[src/sv/pip_pkg.sv]
`timescale 1ns / 1ps

package pip_pkg;

    // Operation codes carried on the input tuser.
    localparam logic [1:0] OP_CLEAR  = 2'd0;
    localparam logic [1:0] OP_APPEND = 2'd1;
    localparam logic [1:0] OP_QUERY  = 2'd2;

    // Result layout: inside flag, vertex count, truncation flag.
    localparam int VCOUNT_W    = 7;
    localparam int OUT_TDATA_W = 16;

    // Controller states.
    typedef enum logic [3:0] {
        ST_IDLE  = 4'b0001,
        ST_RUN   = 4'b0010,
        ST_DRAIN = 4'b0100,
        ST_DONE  = 4'b1000
    } pip_state_t;

    // Commands from the controller to the datapath.
    typedef struct packed {
        logic clear;
        logic append;
        logic query;
        logic issue;
        logic load_out;
    } pip_cmd_t;

    // Status from the datapath to the controller.
    typedef struct packed {
        logic count_zero;
        logic last_issue;
        logic pipe_empty;
        logic out_busy;
    } pip_status_t;

endpackage

[src/sv/pip_ram.sv]
`timescale 1ns / 1ps

module pip_ram #(
    parameter int WIDTH = 32,
    parameter int DEPTH = 64
) (
    input  logic                     clk,
    input  logic                     wr_en,
    input  logic [$clog2(DEPTH)-1:0] wr_addr,
    input  logic [WIDTH-1:0]         wr_data,
    input  logic                     rd_en,
    input  logic [$clog2(DEPTH)-1:0] rd_addr,
    output logic [WIDTH-1:0]         rd_data
);

    logic [WIDTH-1:0] mem [DEPTH];

    // One write port and one registered read port.
    always_ff @(posedge clk)
    begin
        if (wr_en)
        begin
            mem[wr_addr] <= wr_data;
        end
        if (rd_en)
        begin
            rd_data <= mem[rd_addr];
        end
    end

endmodule

[src/sv/pip_ctrl.sv]
`timescale 1ns / 1ps

module pip_ctrl
    import pip_pkg::*;
(
    input  logic        clk,
    input  logic        rst_n,
    input  logic        s_tvalid,
    input  logic [1:0]  op,
    input  pip_status_t status,
    output logic        s_tready,
    output pip_cmd_t    cmd
);

    pip_state_t state_reg;
    pip_state_t state_next;

    assign s_tready = (state_reg == ST_IDLE);

    // Next state and command decode.
    always_comb
    begin
        state_next = state_reg;
        cmd        = '0;
        case (state_reg)
            ST_IDLE:
            begin
                if (s_tvalid)
                begin
                    case (op)
                        OP_CLEAR:  cmd.clear  = 1'b1;
                        OP_APPEND: cmd.append = 1'b1;
                        OP_QUERY:
                        begin
                            cmd.query  = 1'b1;
                            state_next = status.count_zero ? ST_DONE : ST_RUN;
                        end
                        default:   ;
                    endcase
                end
            end
            ST_RUN:
            begin
                cmd.issue = 1'b1;
                if (status.last_issue)
                begin
                    state_next = ST_DRAIN;
                end
            end
            ST_DRAIN:
            begin
                if (status.pipe_empty)
                begin
                    state_next = ST_DONE;
                end
            end
            ST_DONE:
            begin
                if (!status.out_busy)
                begin
                    cmd.load_out = 1'b1;
                    state_next   = ST_IDLE;
                end
            end
            default:
            begin
                state_next = ST_IDLE;
            end
        endcase
    end

    // State register.
    always_ff @(posedge clk or negedge rst_n)
    begin
        if (!rst_n)
        begin
            state_reg <= ST_IDLE;
        end
        else
        begin
            state_reg <= state_next;
        end
    end

endmodule

[src/sv/pip_datapath.sv]
`timescale 1ns / 1ps

module pip_datapath
    import pip_pkg::*;
#(
    parameter int MAX_VERTICES = 64,
    parameter int COORD_BITS   = 16
) (
    input  logic                         clk,
    input  logic                         rst_n,
    input  pip_cmd_t                     cmd,
    input  logic signed [COORD_BITS-1:0] coord_x,
    input  logic signed [COORD_BITS-1:0] coord_y,
    input  logic                         m_tready,
    output pip_status_t                  status,
    output logic                         m_tvalid,
    output logic                         inside_res,
    output logic [VCOUNT_W-1:0]          vertex_count,
    output logic                         truncated
);

    localparam int AW    = $clog2(MAX_VERTICES);
    localparam int CNT_W = $clog2(MAX_VERTICES + 1);
    localparam int DW    = COORD_BITS + 1;
    localparam int PW    = 2 * DW;
    localparam int VW    = 2 * COORD_BITS;

    // Polygon bookkeeping.
    logic [CNT_W-1:0]             count_reg;
    logic                         ovf_reg;
    logic                         full;

    // Query point and read sequencing.
    logic signed [COORD_BITS-1:0] px_reg;
    logic signed [COORD_BITS-1:0] py_reg;
    logic [CNT_W-1:0]             k_reg;
    logic [CNT_W-1:0]             rd_idx;
    logic                         r_vld_reg;
    logic                         r_first_reg;
    logic [VW-1:0]                rd_data;
    logic [VW-1:0]                prev_reg;

    // Edge pipeline.
    logic signed [COORD_BITS-1:0] xi, yi, xj, yj;
    logic                         s1_vld_reg, s1_cond_reg;
    logic signed [DW-1:0]         dy_reg, lhs_reg, rhsa_reg, rhsb_reg;
    logic                         s2_vld_reg, s2_cond_reg, s2_neg_reg;
    logic signed [PW-1:0]         p1_reg, p2_reg;
    logic                         less;
    logic                         parity_reg;

    // Result register.
    logic                         out_vld_reg;
    logic                         out_inside_reg;
    logic [VCOUNT_W-1:0]          out_cnt_reg;
    logic                         out_trunc_reg;
    logic [CNT_W+VCOUNT_W-1:0]    cnt_ext;

    assign full = (count_reg == CNT_W'(MAX_VERTICES));

    // The first read fetches the last vertex, then vertices 0 .. n-1 follow.
    assign rd_idx = (k_reg == '0) ? (count_reg - CNT_W'(1)) : (k_reg - CNT_W'(1));

    pip_ram #(
        .WIDTH (VW),
        .DEPTH (MAX_VERTICES)
    ) u_store (
        .clk     (clk),
        .wr_en   (cmd.append && !full),
        .wr_addr (count_reg[AW-1:0]),
        .wr_data ({coord_y, coord_x}),
        .rd_en   (cmd.issue),
        .rd_addr (rd_idx[AW-1:0]),
        .rd_data (rd_data)
    );

    // Vertex i is the one just read, vertex j the one read before it.
    assign xi = rd_data[COORD_BITS-1:0];
    assign yi = rd_data[VW-1:COORD_BITS];
    assign xj = prev_reg[COORD_BITS-1:0];
    assign yj = prev_reg[VW-1:COORD_BITS];

    // Crossing compare with the sign of dy folded into the direction.
    assign less = s2_neg_reg ? (p2_reg < p1_reg) : (p1_reg < p2_reg);

    // Status to the controller.
    assign status.count_zero = (count_reg == '0);
    assign status.last_issue = (k_reg == count_reg);
    assign status.pipe_empty = !r_vld_reg && !s1_vld_reg && !s2_vld_reg;
    assign status.out_busy   = out_vld_reg && !m_tready;

    // Polygon count, overflow flag, control bits of the pipeline, parity and output valid.
    always_ff @(posedge clk or negedge rst_n)
    begin
        if (!rst_n)
        begin
            count_reg   <= '0;
            ovf_reg     <= 1'b0;
            k_reg       <= '0;
            r_vld_reg   <= 1'b0;
            r_first_reg <= 1'b0;
            s1_vld_reg  <= 1'b0;
            s2_vld_reg  <= 1'b0;
            parity_reg  <= 1'b0;
            out_vld_reg <= 1'b0;
        end
        else
        begin
            if (cmd.clear)
            begin
                count_reg <= '0;
                ovf_reg   <= 1'b0;
            end
            else if (cmd.append)
            begin
                if (full)
                begin
                    ovf_reg <= 1'b1;
                end
                else
                begin
                    count_reg <= count_reg + CNT_W'(1);
                end
            end

            if (cmd.query)
            begin
                k_reg <= '0;
            end
            else if (cmd.issue)
            begin
                k_reg <= k_reg + CNT_W'(1);
            end

            r_vld_reg   <= cmd.issue;
            r_first_reg <= (k_reg == '0);
            s1_vld_reg  <= r_vld_reg && !r_first_reg;
            s2_vld_reg  <= s1_vld_reg;

            if (cmd.query)
            begin
                parity_reg <= 1'b0;
            end
            else if (s2_vld_reg && s2_cond_reg && less)
            begin
                parity_reg <= !parity_reg;
            end

            if (cmd.load_out)
            begin
                out_vld_reg <= 1'b1;
            end
            else if (m_tready)
            begin
                out_vld_reg <= 1'b0;
            end
        end
    end

    // Payload registers of the query and the edge pipeline.
    always_ff @(posedge clk)
    begin
        if (cmd.query)
        begin
            px_reg <= coord_x;
            py_reg <= coord_y;
        end
        if (r_vld_reg)
        begin
            prev_reg <= rd_data;
        end

        // Stage 1: edge straddle test and differences.
        s1_cond_reg <= (yi > py_reg) != (yj > py_reg);
        dy_reg      <= DW'(yj) - DW'(yi);
        lhs_reg     <= DW'(px_reg) - DW'(xi);
        rhsa_reg    <= DW'(xj) - DW'(xi);
        rhsb_reg    <= DW'(py_reg) - DW'(yi);

        // Stage 2: the two cross products.
        s2_cond_reg <= s1_cond_reg;
        s2_neg_reg  <= dy_reg[DW-1];
        p1_reg      <= PW'(lhs_reg) * PW'(dy_reg);
        p2_reg      <= PW'(rhsa_reg) * PW'(rhsb_reg);
    end

    assign cnt_ext = {{VCOUNT_W{1'b0}}, count_reg};

    // Result register, loaded once the query is finished.
    always_ff @(posedge clk)
    begin
        if (cmd.load_out)
        begin
            out_inside_reg <= parity_reg;
            out_cnt_reg    <= cnt_ext[VCOUNT_W-1:0];
            out_trunc_reg  <= ovf_reg;
        end
    end

    assign m_tvalid     = out_vld_reg;
    assign inside_res   = out_inside_reg;
    assign vertex_count = out_cnt_reg;
    assign truncated    = out_trunc_reg;

endmodule

[src/sv/point_in_polygon_test_top.sv]
`timescale 1ns / 1ps

// Point-in-polygon test, even-odd ray casting over a stored polygon.
// Input stream: tuser carries the operation (clear, append vertex, query),
// tdata carries the vertex or query point as x in the low half and y above.
// Clear and append produce no transaction; an append to a full polygon is
// dropped and sets the truncation flag.
// A query reads one stored vertex a cycle from the vertex store and runs one
// edge a cycle through a three-stage compare pipeline before its result is
// loaded; an empty polygon, which answers outside, goes straight to the
// result load without reading the store.
// Input is taken again from the cycle after the load, so a new query is
// accepted only once the previous one has loaded its result.
// The output stream carries one transaction per query: the inside flag, the
// vertex count and the truncation flag.
// The result sits in an output register; the block keeps accepting clears,
// appends and a new query while it waits, and a finished query waits for the
// register to empty when the receiver stalls.
// Reset empties the polygon and clears the truncation flag; the vertex store
// itself is not cleared and needs no clearing pass.
module point_in_polygon_test_top
    import pip_pkg::*;
#(
    parameter int MAX_VERTICES = 64,
    parameter int COORD_BITS   = 16
) (
    input  logic                                 clk,
    input  logic                                 rst_n,
    input  logic                                 s_tvalid,
    output logic                                 s_tready,
    // Fields from bit 0: coord_x, coord_y, zero fill.
    input  logic [((2*COORD_BITS+7)/8)*8-1:0]    s_tdata,
    // Fields from bit 0: operation.
    input  logic [1:0]                           s_tuser,
    output logic                                 m_tvalid,
    input  logic                                 m_tready,
    // Fields from bit 0: inside_res, vertex_count, truncated, zero fill.
    output logic [OUT_TDATA_W-1:0]               m_tdata
);

    pip_cmd_t                     cmd;
    pip_status_t                  status;
    logic signed [COORD_BITS-1:0] coord_x;
    logic signed [COORD_BITS-1:0] coord_y;
    logic                         inside_res;
    logic [VCOUNT_W-1:0]          vertex_count;
    logic                         truncated;

    assign coord_x = s_tdata[COORD_BITS-1:0];
    assign coord_y = s_tdata[2*COORD_BITS-1:COORD_BITS];

    pip_ctrl u_ctrl (
        .clk      (clk),
        .rst_n    (rst_n),
        .s_tvalid (s_tvalid),
        .op       (s_tuser),
        .status   (status),
        .s_tready (s_tready),
        .cmd      (cmd)
    );

    pip_datapath #(
        .MAX_VERTICES (MAX_VERTICES),
        .COORD_BITS   (COORD_BITS)
    ) u_datapath (
        .clk          (clk),
        .rst_n        (rst_n),
        .cmd          (cmd),
        .coord_x      (coord_x),
        .coord_y      (coord_y),
        .m_tready     (m_tready),
        .status       (status),
        .m_tvalid     (m_tvalid),
        .inside_res   (inside_res),
        .vertex_count (vertex_count),
        .truncated    (truncated)
    );

    assign m_tdata = {{(OUT_TDATA_W-VCOUNT_W-2){1'b0}}, truncated, vertex_count, inside_res};

    // At most one controller command is active per cycle.
    assert property (@(posedge clk) disable iff (!rst_n)
        $onehot0({cmd.clear, cmd.append, cmd.query, cmd.issue, cmd.load_out}))
        else $error("more than one command at once");

    // No input transaction is taken while edges are being read.
    assert property (@(posedge clk) disable iff (!rst_n)
        cmd.issue |-> !s_tready)
        else $error("input accepted during a query");

    // A result is loaded only into a free output register and then shows up.
    assert property (@(posedge clk) disable iff (!rst_n)
        cmd.load_out |-> (!m_tvalid || m_tready) ##1 m_tvalid)
        else $error("result overwrote a pending transaction or was lost");

    // A query never starts while the edge pipeline still holds work.
    assert property (@(posedge clk) disable iff (!rst_n)
        cmd.query |-> status.pipe_empty)
        else $error("query started with a busy pipeline");

endmodule

[config.mk]
export PLATFORM = sky130hd
export DESIGN_NAME = point_in_polygon_test_top
export DESIGN_NICKNAME = d
export VERILOG_FILES = /design/src/sv/pip_pkg.sv /design/src/sv/pip_ram.sv /design/src/sv/pip_ctrl.sv /design/src/sv/pip_datapath.sv /design/src/sv/point_in_polygon_test_top.sv
export SDC_FILE = /design/constraint.sdc
export NUM_CORES = 2
export LEC_CHECK = 0
export ABC_CLOCK_PERIOD_IN_PS = 18500
export BUFFER_PORTS_ARGS = -buffer_cell sky130_fd_sc_hd__buf_2
export CAP_MARGIN = 20
export CORE_MARGIN = 5
export CORE_UTILIZATION = 25
export CTS_CLUSTER_DIAMETER = 150
export DETAILED_ROUTE_END_ITERATION = 16
export PLACE_DENSITY_LB_ADDON = 0.3
export SETUP_SLACK_MARGIN = 0.15
export SLEW_MARGIN = 20
export SYNTH_ARGS = -nofsm -noshare
export SYNTH_HDL_FRONTEND = slang
export SYNTH_SLANG_ARGS = --single-unit
export TNS_END_PERCENT = 1
[constraint.sdc]
create_clock -name clk -period 18.5 [get_ports clk]
set_input_delay 3.7 -clock clk [delete_from_list [all_inputs] [get_ports clk]]
set_output_delay 3.7 -clock clk [all_outputs]
set_load 0.005 [all_outputs]
==> impl_metrics.json <==
{
  "status": "finished, violations left",
  "violations": "antenna violations",
  "avgRoutedWirePerCell_um": 23.0,
  "ys_seq_elements": 2317,
  "yosysTopAreaCell": "edfxtp_1",
  "dr.pass1.iters": 7,
  "synthMostInstantiatedCell": "edfxtp_1",
  "synth_simple_gate_area_share_pct": 4.44,
  "rsz0062_at_grt": "false",
  "overflow": 0,
  "cp_data_required_time_ns": 19.06,
  "hpwl_um": 192000,
  "die_h_um": 681,
  "synth-warning-count": 0,
  "finalSetupTns_ns": 0,
  "fp.dieArea_um2": 464000,
  "num_vias": 57290,
  "setup_slack_ns": 11.24,
  "syn_area_um2": 113000,
  "cp_slowest_cell": "buf_4",
  "io_pins": 56,
  "hold_class": "register to register",
  "routabilityCongestion": 0.806,
  "die_w_um": 681,
  "synthCells": 6665,
  "drc": 0,
  "synth_top_family_by_area": "multiplexers",
  "min_period_ns": 7.26,
  "clock_path_buffers": 4,
  "max_clock_freq_mhz": 138,
  "yosysUniqueCellTypes": 72,
  "drv_slew": 0,
  "clkTransAtPathRegs_ns": 0.06,
  "path_class": "register to register",
  "cpMostUsedCell": "buf_4",
  "final_util_pct": 28.7,
  "postCtsHoldBufs": 0,
  "antenna_found_initial": 16,
  "tritoncts": "yes",
  "ys.flop_type": "edfxtp_1",
  "critPathCaptureType": "register",
  "arrival_ns": 7.81,
  "start_util_pct": 25.1,
  "drt_iter0_drc": 4435,
  "grt_max_degree": 129,
  "maxCapViolations": 0,
  "min_period_over_period_pct": 39.2,
  "synth_fa_ha_area_share_pct": 13.8,
  "vias_per_cell": 4.41,
  "synthXorXnorAreaFrac_pct": 1.03,
  "cts_setup_buffers": 0,
  "slowest_delay_ns": 0.79,
  "worst_pin_slew_ns": 1.14,
  "ant_nets": 1,
  "io_buffers": 48,
  "cts_sinks": 2317,
  "path_cells": "inv_1 > ha_1 > and4b_1 > mux2i_4 > buf_4 > buf_12 > buf_4 > buf_4 > buf_4 > mux4_2 > mux2i_1 > mux2i_1 > buf_4 > mux2i_1 > mux2i_1",
  "ys_top_cells_by_count": "2153 x edfxtp_1, 743 x inv_1, 596 x fa_1, 512 x mux4_2, 487 x mux2i_1",
  "synth.area.mux_share_pct": 14.6,
  "fin_skew_ns": 0.129,
  "largest_reg_flops": 2048,
  "synth_top_area_share_pct": 57.5,
  "avgSynthCellArea_um2": 16.9,
  "cp-start-kind": "register",
  "grt_pass1_wl_um": 437000,
  "pre_cts_slack_ns": 10.30,
  "cts_resized": 0,
  "drive_gt1_share_pct": 16.2,
  "cts_made_buffers": 240,
  "synthTopCellsByArea": "edfxtp_1 57%, fa_1 11%, mux4_2 10%, mux2i_1 4.3%, ha_1 3.2%",
  "final_nets": 7751,
  "cts-root-buf": "clkbuf_16",
  "clk_latency_ns": 0.95,
  "coreArea_um2": 449000,
  "postSynth.asyncResetShare_pct": 1.08,
  "wl_um": 299000,
  "placementRows": 246,
  "finalSetupViolations": 0,
  "synth_edf_count": 2153,
  "cp_max_fo": 89,
  "synthToLayoutAreaGrowth_pct": 14.4,
  "grt_pass1_vias": 61408,
  "htreeDepth": 4,
  "maxSlewHeadroom_pct": 21.9,
  "track_usage_pct": 12.8,
  "ys_seq_area_share_pct": 60.5,
  "synth_compound_area_share_pct": 1.83,
  "hold_violations": 0
}
-- area by class of cell --
class	count	area, um^2
clock buffers	287	6220
fillers	44615	320000
well taps	5952	7450
multi-input cells	3341	40800
flip-flops and latches	2317	68100
inverters	745	2800
clock inverters	151	1720
repair buffers	182	1700
diodes	15	37.5
-- critical path: cells and delay by family (launching register included) --
family | cells | cell delay (ns)
adder cells (fa/ha/maj) | 1 | 0.15
buffers and inverters | 7 | 3.77
AND/OR/NAND/NOR | 1 | 0.51
multiplexers | 6 | 1.84
flip-flops | 1 | 0.47
-- stage by stage --
| stage | hold WS (ns) | cell area, um^2 | std cells |
|---|---|---|---|
| floorplan | 0.310 | 113000 | 6671 |
| global placement | 0.319 | 120000 | 12513 |
| detailed placement | 0.315 | 121000 | 12529 |
| CTS | 0.329 | 129000 | 12967 |
| global route | 0.346 | 129000 | 12978 |
| finish | 0.326 | 129000 | 12990 |
-- logic make-up after synthesis --
logic type / after synthesis
DFF: 2317
AOI/OAI and AO/OA: 315
xor gates and xnor gates: 132
adders and majority gates: 886
buffers and inverters: 1013
other: 1
muxes: 999
and+or+nand+nor: 1002
-- path summary, 6_finish.rpt --
kind,start,end,slack [ns],depth (start not counted)
min,u_datapath.s1_cond_reg,u_datapath.s2_cond_reg,0.33,0
max in group asynchronous,rst_n,u_datapath.parity_reg,14.96,1
min reg2reg,u_datapath.s1_cond_reg,u_datapath.s2_cond_reg,0.33,0
max reg2reg,u_datapath.k_reg[0],u_datapath.u_store.rd_data[28],11.24,15
max,u_datapath.k_reg[0],u_datapath.u_store.rd_data[28],11.24,15
min in group asynchronous,rst_n,u_datapath.count_reg[1],2.88,1
-- layout by cell type, fill, tap and decap left out, types with 8 or more instances in the layout --
cell	instances
a21oi_1	80
buf_2	46
clkinv_2	44
bufinv_16	35
nor2_1	118
a21o_1	43
xnor2_1	101
fa_1	596
nand2_1	312
or3_1	18
inv_6	8
nand3_1	33
nand4_1	24
nor3_1	32
ha_1	289
a31oi_1	12
buf_4	105
nor2_4	63
edfxtp_1	2153
mux2i_1	484
inv_1	743
buf_16	8
and3_1	12
diode_2	15
nor2b_1	29
clkinvlp_4	11
xor2_1	28
clkinv_1	48
mux4_2	512
clkbuf_1	44
o21ai_0	65
nand2b_1	26
o21a_1	21
buf_12	23
a211oi_1	15
clkbuf_16	241
and2_1	304
dfxtp_1	139
dfrtp_1	24
o21bai_1	9
-- layer usage --
| layer | GRT usage, % | share of wire [%] | wire [um] | up-vias |
|---|---|---|---|---|
| met1 | 17.4 | 44 | 133000 | 30888 |
| li1 | - | - | - | 24803 |
| met5 | 0 | 0.0054 | 16 | - |
| met2 | 21.7 | 49 | 146000 | 1234 |
| met3 | 1.38 | 3.9 | 11600 | 361 |
| met4 | 3.33 | 2.7 | 8000 | 4 |
Power is not shown: default switching activity piles up to over one toggle a cycle in this logic, so the estimate is an artifact.
